<file path="src/hw/rtl/sha256_stream_hasher_top_defines.svh">
// Assertion macros shared by the SHA-256 stream hasher RTL.
// Users must have clk and rst in scope; no other dependencies.
`ifndef SHA256_STREAM_HASHER_TOP_DEFINES_SVH
`define SHA256_STREAM_HASHER_TOP_DEFINES_SVH

// Same-cycle implication, disabled while in reset.
`define SHS_ASSERT_NOW(lbl, ante, cons, msg) \
  lbl: assert property (@(posedge clk) disable iff (rst) (ante) |-> (cons)) else $error(msg);

// Next-cycle implication, disabled while in reset.
`define SHS_ASSERT_NEXT(lbl, ante, cons, msg) \
  lbl: assert property (@(posedge clk) disable iff (rst) (ante) |=> (cons)) else $error(msg);

`endif

</file>
<file path="src/hw/rtl/sha256sh_pkg.sv">
// Package for the SHA-256 stream hasher: round constants, initial hash
// values, the sigma functions and the control types. No dependencies.
package sha256sh_pkg;

  localparam int unsigned BlockBytes = 64;
  localparam int unsigned LenPadPos  = 56;
  localparam logic [7:0]  PadMarker  = 8'h80;
  localparam logic [60:0] LenMax     = '1;

  // Top-level sequencer states.
  typedef enum logic [2:0] {
    ST_IDLE,
    ST_COMP,
    ST_MARK,
    ST_PAD,
    ST_OUT
  } top_state_t;

  // Compression engine states.
  typedef enum logic [1:0] {
    CORE_IDLE,
    CORE_ROUND,
    CORE_ADD
  } core_state_t;

  // Requests from the sequencer to the compression engine.
  typedef struct packed {
    logic start;  // compress the block now held in the schedule buffer
    logic init;   // reload the initial hash values
  } core_ctrl_t;

  // Status from the compression engine.
  typedef struct packed {
    logic busy;      // not idle
    logic round_en;  // a round is consuming the schedule word this cycle
    logic done;      // final add cycle, chain words valid next cycle
  } core_stat_t;

  function automatic logic [31:0] ror32(input logic [31:0] v, input int unsigned n);
    ror32 = (v >> n) | (v << (32 - n));
  endfunction

  function automatic logic [31:0] big_sigma0(input logic [31:0] x);
    big_sigma0 = ror32(x, 2) ^ ror32(x, 13) ^ ror32(x, 22);
  endfunction

  function automatic logic [31:0] big_sigma1(input logic [31:0] x);
    big_sigma1 = ror32(x, 6) ^ ror32(x, 11) ^ ror32(x, 25);
  endfunction

  function automatic logic [31:0] small_sigma0(input logic [31:0] x);
    small_sigma0 = ror32(x, 7) ^ ror32(x, 18) ^ (x >> 3);
  endfunction

  function automatic logic [31:0] small_sigma1(input logic [31:0] x);
    small_sigma1 = ror32(x, 17) ^ ror32(x, 19) ^ (x >> 10);
  endfunction

  // Initial hash value for chaining word idx.
  function automatic logic [31:0] init_hash(input logic [2:0] idx);
    logic [31:0] v;
    case (idx)
      3'd0:    v = 32'h6a09e667;
      3'd1:    v = 32'hbb67ae85;
      3'd2:    v = 32'h3c6ef372;
      3'd3:    v = 32'ha54ff53a;
      3'd4:    v = 32'h510e527f;
      3'd5:    v = 32'h9b05688c;
      3'd6:    v = 32'h1f83d9ab;
      default: v = 32'h5be0cd19;
    endcase
    init_hash = v;
  endfunction

  // Round constant for round idx.
  function automatic logic [31:0] round_k(input logic [5:0] idx);
    logic [31:0] v;
    case (idx)
      6'd0:  v = 32'h428a2f98;  6'd1:  v = 32'h71374491;
      6'd2:  v = 32'hb5c0fbcf;  6'd3:  v = 32'he9b5dba5;
      6'd4:  v = 32'h3956c25b;  6'd5:  v = 32'h59f111f1;
      6'd6:  v = 32'h923f82a4;  6'd7:  v = 32'hab1c5ed5;
      6'd8:  v = 32'hd807aa98;  6'd9:  v = 32'h12835b01;
      6'd10: v = 32'h243185be;  6'd11: v = 32'h550c7dc3;
      6'd12: v = 32'h72be5d74;  6'd13: v = 32'h80deb1fe;
      6'd14: v = 32'h9bdc06a7;  6'd15: v = 32'hc19bf174;
      6'd16: v = 32'he49b69c1;  6'd17: v = 32'hefbe4786;
      6'd18: v = 32'h0fc19dc6;  6'd19: v = 32'h240ca1cc;
      6'd20: v = 32'h2de92c6f;  6'd21: v = 32'h4a7484aa;
      6'd22: v = 32'h5cb0a9dc;  6'd23: v = 32'h76f988da;
      6'd24: v = 32'h983e5152;  6'd25: v = 32'ha831c66d;
      6'd26: v = 32'hb00327c8;  6'd27: v = 32'hbf597fc7;
      6'd28: v = 32'hc6e00bf3;  6'd29: v = 32'hd5a79147;
      6'd30: v = 32'h06ca6351;  6'd31: v = 32'h14292967;
      6'd32: v = 32'h27b70a85;  6'd33: v = 32'h2e1b2138;
      6'd34: v = 32'h4d2c6dfc;  6'd35: v = 32'h53380d13;
      6'd36: v = 32'h650a7354;  6'd37: v = 32'h766a0abb;
      6'd38: v = 32'h81c2c92e;  6'd39: v = 32'h92722c85;
      6'd40: v = 32'ha2bfe8a1;  6'd41: v = 32'ha81a664b;
      6'd42: v = 32'hc24b8b70;  6'd43: v = 32'hc76c51a3;
      6'd44: v = 32'hd192e819;  6'd45: v = 32'hd6990624;
      6'd46: v = 32'hf40e3585;  6'd47: v = 32'h106aa070;
      6'd48: v = 32'h19a4c116;  6'd49: v = 32'h1e376c08;
      6'd50: v = 32'h2748774c;  6'd51: v = 32'h34b0bcb5;
      6'd52: v = 32'h391c0cb3;  6'd53: v = 32'h4ed8aa4a;
      6'd54: v = 32'h5b9cca4f;  6'd55: v = 32'h682e6ff3;
      6'd56: v = 32'h748f82ee;  6'd57: v = 32'h78a5636f;
      6'd58: v = 32'h84c87814;  6'd59: v = 32'h8cc70208;
      6'd60: v = 32'h90befffa;  6'd61: v = 32'ha4506ceb;
      6'd62: v = 32'hbef9a3f7;  default: v = 32'hc67178f2;
    endcase
    round_k = v;
  endfunction

endpackage

</file>
<file path="src/hw/rtl/sha256sh_core.sv">
// SHA-256 compression engine: one round per cycle through the 64 rounds, then a
// chaining add. Depends on sha256sh_pkg.
module sha256sh_core
  import sha256sh_pkg::*;
(
  input  logic             clk,
  input  logic             rst,
  input  core_ctrl_t       ctrl,
  input  logic [31:0]      w_t,
  output core_stat_t       stat,
  output logic [7:0][31:0] chain
);

  core_state_t state, state_next;
  logic [5:0]  round, round_next;
  logic [31:0] work [8];
  logic [31:0] t1, t2, ch, maj;

  // One SHA-256 round on the working variables.
  always_comb begin
    ch  = (work[4] & work[5]) ^ (~work[4] & work[6]);
    maj = (work[0] & work[1]) ^ (work[0] & work[2]) ^ (work[1] & work[2]);
    t1  = work[7] + big_sigma1(work[4]) + ch + round_k(round) + w_t;
    t2  = big_sigma0(work[0]) + maj;
  end

  // Sequencer next state and status.
  always_comb begin
    state_next    = state;
    round_next    = round;
    stat.busy     = (state != CORE_IDLE);
    stat.round_en = 1'b0;
    stat.done     = 1'b0;
    unique case (state)
      CORE_IDLE: begin
        if (ctrl.start) begin
          state_next = CORE_ROUND;
          round_next = '0;
        end
      end
      CORE_ROUND: begin
        stat.round_en = 1'b1;
        round_next    = round + 6'd1;
        if (round == 6'h3f) begin
          state_next = CORE_ADD;
        end
      end
      CORE_ADD: begin
        stat.done  = 1'b1;
        state_next = CORE_IDLE;
      end
      default: state_next = CORE_IDLE;
    endcase
  end

  always_ff @(posedge clk) begin
    if (rst) begin
      state <= CORE_IDLE;
    end else begin
      state <= state_next;
    end
    round <= round_next;
  end

  // Working variables: load from the chain, then rotate through the rounds.
  always_ff @(posedge clk) begin
    if (state == CORE_IDLE && ctrl.start) begin
      for (int i = 0; i < 8; i++) begin
        work[i] <= chain[i];
      end
    end else if (state == CORE_ROUND) begin
      work[7] <= work[6];
      work[6] <= work[5];
      work[5] <= work[4];
      work[4] <= work[3] + t1;
      work[3] <= work[2];
      work[2] <= work[1];
      work[1] <= work[0];
      work[0] <= t1 + t2;
    end
  end

  // Chaining words: initial values on reset or request, add after a block.
  always_ff @(posedge clk) begin
    if (rst || (state == CORE_IDLE && ctrl.init)) begin
      for (int i = 0; i < 8; i++) begin
        chain[i] <= init_hash(3'(i));
      end
    end else if (state == CORE_ADD) begin
      for (int i = 0; i < 8; i++) begin
        chain[i] <= chain[i] + work[i];
      end
    end
  end

endmodule

</file>
<file path="src/hw/rtl/sha256_stream_hasher_top.sv">
// SHA-256 stream hasher: message bytes arrive at most one per input beat, the
// digest leaves as eight 32-bit beats. The byte that completes a 64-byte
// block holds the input off while the single round unit does the 64 rounds,
// one per cycle, and a chaining add. An end-of-message beat then writes the
// padding one byte per cycle while no compression runs (up to 72 pad bytes
// in one or two blocks, each compressed after its last pad byte) and then
// offers the eight digest beats, word 0 first, with tlast on the eighth.
// Input is not taken until the last digest beat has been accepted. The hash
// state returns to its initial values after each digest. A message longer
// than 2^61-1 bytes drops its excess bytes and flags an over-length error
// on its digest beats.
// Depends on sha256sh_pkg, sha256sh_core and the assertion macro header.
`include "sha256_stream_hasher_top_defines.svh"

module sha256_stream_hasher_top
  import sha256sh_pkg::*;
(
  input  logic        clk,
  input  logic        rst,
  input  logic        s_tvalid,
  output logic        s_tready,
  input  logic [7:0]  s_tdata,   // [7:0] data_byte
  input  logic        s_tuser,   // [0] byte_present
  input  logic        s_tlast,   // end_of_message
  output logic        m_tvalid,
  input  logic        m_tready,
  output logic [39:0] m_tdata,   // [31:0] digest_word, [34:32] word_index, [39:35] zero
  output logic        m_tuser,   // [0] len_overflow
  output logic        m_tlast    // last_word
);

  top_state_t       state, state_next;
  logic [511:0]     blk_data, blk_data_next;
  logic [5:0]       fill, fill_next;
  logic [60:0]      msg_len, msg_len_next;
  logic             too_long, too_long_next;
  logic             eom_pend, eom_pend_next;
  logic             pad_mode, pad_mode_next;
  logic             extra, extra_next;
  logic             final_blk, final_blk_next;
  logic [2:0]       out_idx, out_idx_next;
  core_ctrl_t       core_ctrl;
  core_stat_t       core_stat;
  logic [7:0][31:0] chain;
  logic [31:0]      w_new;
  logic [63:0]      len_bits;
  logic [7:0]       pad_byte;
  logic             out_acc;

  sha256sh_core u_core (
    .clk   (clk),
    .rst   (rst),
    .ctrl  (core_ctrl),
    .w_t   (blk_data[511:480]),
    .stat  (core_stat),
    .chain (chain)
  );

  // Message schedule expansion on the fixed taps of the block shift line.
  assign w_new = blk_data[511:480] + small_sigma0(blk_data[479:448]) +
                 blk_data[223:192] + small_sigma1(blk_data[63:32]);

  // Padding byte: zeros, then the big-endian bit length in the last eight.
  assign len_bits = {msg_len, 3'b000};
  always_comb begin
    if (extra || fill < 6'(LenPadPos)) begin
      pad_byte = '0;
    end else begin
      pad_byte = len_bits[{~fill[2:0], 3'b000} +: 8];
    end
  end

  assign out_acc = m_tvalid && m_tready;

  // Output beat straight from the chaining words.
  assign m_tdata = {5'b00000, out_idx, chain[out_idx]};
  assign m_tuser = too_long;
  assign m_tlast = (out_idx == 3'd7);

  // Sequencer: byte intake, padding, compression hand-off and digest output.
  always_comb begin
    state_next     = state;
    blk_data_next  = blk_data;
    fill_next      = fill;
    msg_len_next   = msg_len;
    too_long_next  = too_long;
    eom_pend_next  = eom_pend;
    pad_mode_next  = pad_mode;
    extra_next     = extra;
    final_blk_next = final_blk;
    out_idx_next   = out_idx;
    core_ctrl      = '0;
    s_tready       = 1'b0;
    m_tvalid       = 1'b0;

    // The schedule shifts one word per round while the core runs.
    if (core_stat.round_en) begin
      blk_data_next = {blk_data[479:0], w_new};
    end

    unique case (state)
      ST_IDLE: begin
        s_tready = 1'b1;
        if (s_tvalid) begin
          eom_pend_next = s_tlast;
          state_next    = s_tlast ? ST_MARK : ST_IDLE;
          if (s_tuser) begin
            if (msg_len == LenMax) begin
              too_long_next = 1'b1;
            end else begin
              blk_data_next = {blk_data[503:0], s_tdata};
              msg_len_next  = msg_len + 61'd1;
              fill_next     = fill + 6'd1;
              if (fill == 6'(BlockBytes - 1)) begin
                core_ctrl.start = 1'b1;
                final_blk_next  = 1'b0;
                state_next      = ST_COMP;
              end
            end
          end
        end
      end
      ST_MARK: begin
        blk_data_next = {blk_data[503:0], PadMarker};
        fill_next     = fill + 6'd1;
        pad_mode_next = 1'b1;
        eom_pend_next = 1'b0;
        extra_next    = (fill >= 6'(LenPadPos));
        state_next    = ST_PAD;
        if (fill == 6'(BlockBytes - 1)) begin
          // Marker filled the block; the length goes in a fresh one.
          core_ctrl.start = 1'b1;
          final_blk_next  = 1'b0;
          extra_next      = 1'b0;
          state_next      = ST_COMP;
        end
      end
      ST_PAD: begin
        blk_data_next = {blk_data[503:0], pad_byte};
        fill_next     = fill + 6'd1;
        if (fill == 6'(BlockBytes - 1)) begin
          core_ctrl.start = 1'b1;
          final_blk_next  = !extra;
          extra_next      = 1'b0;
          state_next      = ST_COMP;
        end
      end
      ST_COMP: begin
        if (core_stat.done) begin
          if (final_blk) begin
            out_idx_next = '0;
            state_next   = ST_OUT;
          end else if (pad_mode) begin
            state_next = ST_PAD;
          end else if (eom_pend) begin
            state_next = ST_MARK;
          end else begin
            state_next = ST_IDLE;
          end
        end
      end
      ST_OUT: begin
        m_tvalid = 1'b1;
        if (m_tready) begin
          out_idx_next = out_idx + 3'd1;
          if (out_idx == 3'd7) begin
            // Digest delivered: start the next message from scratch.
            core_ctrl.init = 1'b1;
            fill_next      = '0;
            msg_len_next   = '0;
            too_long_next  = 1'b0;
            pad_mode_next  = 1'b0;
            final_blk_next = 1'b0;
            extra_next     = 1'b0;
            state_next     = ST_IDLE;
          end
        end
      end
      default: state_next = ST_IDLE;
    endcase
  end

  // Control registers.
  always_ff @(posedge clk) begin
    if (rst) begin
      state     <= ST_IDLE;
      fill      <= '0;
      msg_len   <= '0;
      too_long  <= 1'b0;
      eom_pend  <= 1'b0;
      pad_mode  <= 1'b0;
      extra     <= 1'b0;
      final_blk <= 1'b0;
      out_idx   <= '0;
    end else begin
      state     <= state_next;
      fill      <= fill_next;
      msg_len   <= msg_len_next;
      too_long  <= too_long_next;
      eom_pend  <= eom_pend_next;
      pad_mode  <= pad_mode_next;
      extra     <= extra_next;
      final_blk <= final_blk_next;
      out_idx   <= out_idx_next;
    end
  end

  // Block buffer and message schedule share one shift line.
  always_ff @(posedge clk) begin
    blk_data <= blk_data_next;
  end

  // Checks on the sequencer and its hand-off to the core.
  `SHS_ASSERT_NOW(a_no_in_during_out, s_tready, !m_tvalid, "input ready while digest pending")
  `SHS_ASSERT_NOW(a_start_when_idle, core_ctrl.start, !core_stat.busy, "core started while busy")
  `SHS_ASSERT_NEXT(a_start_full_block, core_ctrl.start, fill == 6'd0, "compression of a partial block")
  `SHS_ASSERT_NEXT(a_clean_after_digest, out_acc && m_tlast, s_tready && fill == 6'd0 && msg_len == 61'd0 && !too_long, "state not cleared after digest")

endmodule

</file>
<file path="config.mk">
export PLATFORM = sky130hd
export DESIGN_NAME = sha256_stream_hasher_top
export DESIGN_NICKNAME = d
export VERILOG_FILES = /design/src/hw/rtl/sha256sh_pkg.sv /design/src/hw/rtl/sha256sh_core.sv /design/src/hw/rtl/sha256_stream_hasher_top.sv
export VERILOG_INCLUDE_DIRS = /design/src /design/src/hw/rtl
export SDC_FILE = /design/constraint.sdc
export NUM_CORES = 2
export LEC_CHECK = 0
export BUFFER_PORTS_ARGS = -buffer_cell sky130_fd_sc_hd__buf_2
export CAP_MARGIN = 20
export CORE_UTILIZATION = 40
export CTS_CLUSTER_SIZE = 40
export DETAILED_ROUTE_END_ITERATION = 10
export HOLD_SLACK_MARGIN = 0.05
export MAX_ROUTING_LAYER = met4
export PLACE_DENSITY = 0.65
export SKIP_CTS_REPAIR_TIMING = 1
export SYNTH_ARGS = -nofsm -noshare
export SYNTH_HDL_FRONTEND = slang
export SYNTH_SLANG_ARGS = --single-unit
export TNS_END_PERCENT = 50
</file>
<file path="constraint.sdc">
create_clock -name clk -period 19.47 [get_ports clk]
set_clock_uncertainty 0.1 [all_clocks]
set_input_delay 2.9205 -clock clk [delete_from_list [all_inputs] [get_ports clk]]
set_output_delay 2.9205 -clock clk [all_outputs]
set_load 0.02 [all_outputs]
</file>
# == Yosys cells after proc, flatten, opt, wreduce, memory -nomap -nowiden ==
# Memory sizes are Yosys's and may differ from the RTL's. A register that Yosys moved wholly into a read port is not among the register bits.
# Index checks and enable logic that the tools add are counted.
# classes
add_sub_neg,22
n_lt_le_gt_ge,3
n_eq_ne,21
n_shift,1
muxes,86
bitwise,36
reduce_logical,27
# op_table
cell,n
512-bit 2-to-1 mux,4
512-bit case mux with 3 select lines,1
32-bit adder,18
61-bit 2-to-1 mux,5
32-bit 2-to-1 mux,9
32-bit bitwise XOR,9
32-bit bitwise AND,5
61-bit case mux with 2 select lines,1
32-bit binary-select mux with 3-bit select,1
64-bit by 7-bit indexed part select with 8-bit output,1
61-bit by 1-bit adder with 61-bit output (second input constant),1
61-bit equality test (second input constant),1
6-bit 2-to-1 mux,7
32-bit inverter,1
10-bit by 32-bit bitwise OR with 32-bit output,1
13-bit by 32-bit bitwise OR with 32-bit output,1
14-bit by 32-bit bitwise OR with 32-bit output,1
15-bit by 32-bit bitwise OR with 32-bit output,1
19-bit by 32-bit bitwise OR with 32-bit output,1
21-bit by 32-bit bitwise OR with 32-bit output,1
25-bit by 32-bit bitwise OR with 32-bit output,1
26-bit by 32-bit bitwise OR with 32-bit output,1
30-bit by 32-bit bitwise OR with 32-bit output,1
7-bit by 32-bit bitwise OR with 32-bit output,1
other kinds (44),122
# word_totals
regBits,854
ramBits,256
rom_bits,2048
in_bits,14
output_inout_bits,44
word_cells,218
mem_count,2
# mem_list
memory,words,width,rd,rd_ports_with_merged_regs,wr,line_no,rtl
(name not given),64,32,1,1,0,sha256sh_pkg.sv:78,case (idx)
u_core.work,8,32,8,0,8,sha256sh_core.sv:16,logic [31:0] work [8];

# == Longest topological paths before layout ==
# logic_depth
word_depth,11
ltp_mapped,32
ltp_nobuf,32

# == Cells and area by module ==
# From an unflattened synthesis, not the netlist that was laid out.
# unflattened
hier_cells,8896
area_unflattened_um2,75932.8
# by_module_without_submodules
mod,instances,cells_each,area_per_inst_um2,seq_area_each_um2
sha256sh_core,1,5479,44700.4,13673.1
sha256_stream_hasher_top,1,3417,31232.5,11811.3

# == Worst setup path after synthesis ==
# Ideal clock, no wire load.
# synth_timing
path_type,input to register
start,input port s_tuser
end,"memory u_core.work[0][0], enable pin"
setup_time_ns,0.607
t_arrival_ns,8.651
path_slack_ns,10.112
path_stages,6
path_buffers,1
cell_sequence,nand3_1 > nor2_1 > nand2_1 > a31o_4 > buf_6 > inv_1
# synth_lines
item,line_no,rtl
start: declaration,sha256_stream_hasher_top.sv:23,"input logic s_tuser,"
end: declaration,sha256sh_core.sv:16,

==> metrics.txt <==
CTS tree yes; DP Area 76,300 um^2; Initial DRC Count 6,759; top_reg_cell synth dfxtp_1; Largest delay share family, worst path adder cells; Initial Util between 40% and 50%; DRC viols 0; WP data required 19.88 ns; worst skew pair latency between 0.8 and 0.9 ns; relative slew slack 20.4%; Post-Synth Adder-Cell Area 12.1%; Nets 9,544; overall power 16.8 mW; Yosys reg bits 1,142; routability cong. 0.991; GRT overflow 0; compound-gate portion of the synthesized area 17.8%; CP arrival 8.39 ns; worst vdd ir 0.274 mV; r2r startpoint blk_data[482]; WHS ~0.37 ns; number of global-route vias before repair 60,400; largest family of logic cells by synthesized area simple AND/OR/NAND/NOR gates; MaxCap Viol Count 0; Final period util 41.0%; RSZ-0062 raised after global routing no; P per Cell Area about 210 nW/um^2; slowest cell on the critical path fa_1; DP Worst Slack 11.58 ns; fill cell count 18,500; mux cell area share after synthesis approximately 3.5%; GRT Max-Usage Layer met2; Final TNS setup 0 ns; Final Util between 40% and 50%; GR Layer Usage met2 39.2%; routing usage on met1 36.2%; Inserted Clock Buffers approximately 130; die height roughly 430 um; EDFF count, synth 262; Post-DRT Antenna Nets 0; Post-Synth XOR/XNOR Area under 10%; Die Area 189,000 um^2; fmax 125 MHz; Vias/cell ~5.7; via count 65,800; asr flop ratio synth 0%; root buffer cell clkbuf_16; crit path from blk_data[482]; yosys warns 0; max-slew violation total from the final report 0; H-Tree Depth 4; wirelength, routed 244,000 um; largest net degree at the start of global routing 293; most frequent cells in the layout nand2_1, dfxtp_1, nor2_1; final worst setup slack approximately 11 ns; M3 GR Usage under 10%; share of post-route cells with drive strength above 1 5.70%; Mean Syn Cell Area 8.06 um^2; Final Non-Filler Cells 11,500; Port Buffers between 50 and 60; Area Growth Syn to Fin 8.17%; Max stage delay on crit path ~0.57 ns; Syn Inst Count 9,272; first-pass detailed-route iteration total 6; startpoint types register; Critical Path Fanout Max 4; Overall Global Routing Usage 26.1%; Buffers & Inverters on Critical Path 4; design area 80,900 um^2; Final setup viols 0; final hold violation count 0; die width 434 um; first-pass GRT wire length 371,000 um; Leak Pwr 34.6 nW; Netlist cell types 98; actual slew at the worst max-slew pin 1.19 ns; Cell Area, Synth 74,700 um^2; initial antenna violation count 8; CP endpoint u_core.work[0][31]; FF-to-FF End u_core.work[0][31]; r2r worst-path depth 31; routed wire length per instance around 21 um; Inst Count DP 11,300; io pins 58; CTS clock-pin slew for the worst setup and hold paths 0.06 ns; most common cell after layout, fill and taps aside nand2_1; Worst setup EP type register; Clock Sinks 1,142; simple-gate share of the synthesized area 19.7%; Stages on worst setup path 31; status complete, no violations; R2R setup slack 11.49 ns; worst min path class reg2reg; Max clock buf depth 3; fin crit period 7.98 ns; kind of critical path reg2reg; post-synthesis sequential area ratio 34.1%; number of cell rows around 160; hold_sp blk_data[148]; Core ar. about 190,000 um^2; Post-DP HPWL between 150,000 and 200,000 um
-- report_power, final --
group | switching, mW | internal [mW]
clock network | 1.10 | 1.50
logic | 6.15 | 4.46
registers | 0.611 | 2.94
-- cell usage after synthesis, types with 45 or more instances --
master	instances	area share (%)
nand2_1	2135	11
dfxtp_1	880	24
nor2_1	859	4.3
a31oi_1	544	4.6
a21oi_1	538	3.6
inv_1	443	2.2
clkbuf_1	414	2.1
o21ai_0	402	2.7
ha_1	394	6.6
xnor2_1	373	4.4
edfxtp_1	262	11
xor2_1	235	2.8
fa_1	195	5.2
a21o_1	147	1.5
nand3_1	129	0.86
buf_2	122	0.82
o211ai_1	99	0.99
mux4_2	77	2.3
nor3_1	76	0.51
a211oi_1	73	0.73
nand2b_1	63	0.53
and3_1	50	0.42
nor2b_1	46	0.39
or3_1	45	0.38
-- layout make-up --
cell class,count,area (um^2),share of cell area [%]
clock inverters,58,682,0.843
well taps,2480,3100,3.84
multi-input cells,7091,45100,55.8
repair buffers,127,941,1.16
flip-flops and latches,1142,25500,31.5
clock buffers,183,3790,4.69
diodes,6,15.0,0.0186
inverters,446,1680,2.08
-- worst reg2reg max path: cells and delay by family (launching register included) --
kind	cells	cell delay [ns]
adders and majority gates	6	2.67
xor gates and xnor gates	3	0.55
buffers and inverters	4	0.29
and+or+nand+nor	8	1.40
DFF	1	0.35
AOI/OAI and AO/OA	10	2.33
-- worst min path at each step --
stage | to | slack, ns | depth (start not counted)
finish | blk_data[180] | 0.37 | 2
global route | blk_data[29] | 0.39 | 2
CTS | blk_data[23] | 0.37 | 2
detailed placement | blk_data[23] | 0.36 | 2
global placement | extra | 0.35 | 2
floorplan | blk_data[27] | 0.33 | 2
-- state kept, by name (all words and copies together), names as in the netlist, named ones only --
signal / count
blk_data: 512
eom_pend: 1
extra: 1
fill: 6
final_blk: 1
m_tuser: 1
msg_len: 61
out_idx: 3
pad_mode: 1
state: 3
u_core.chain: 256
u_core.round: 6
u_core.state: 2
u_core.work: 256
-- per-layer routing --
metal / share of wire (%) / vias to the layer above / routed length [um]
met4: 3.5 / 0 / 8530
li1: - / 31200 / -
met1: 45 / 31600 / 109000
met3: 7.6 / 416 / 18600
met2: 44 / 2553 / 108000
met5: 0 / - / 0
-- cells by family after synthesis --
group	after synthesis
xor gates and xnor gates	609
and+or+nand+nor	3569
AOI/OAI and AO/OA	2137
muxes	160
DFF	1142
adders and majority gates	611
other	1
buffers and inverters	1043
Power figures use the tool's default switching activity.
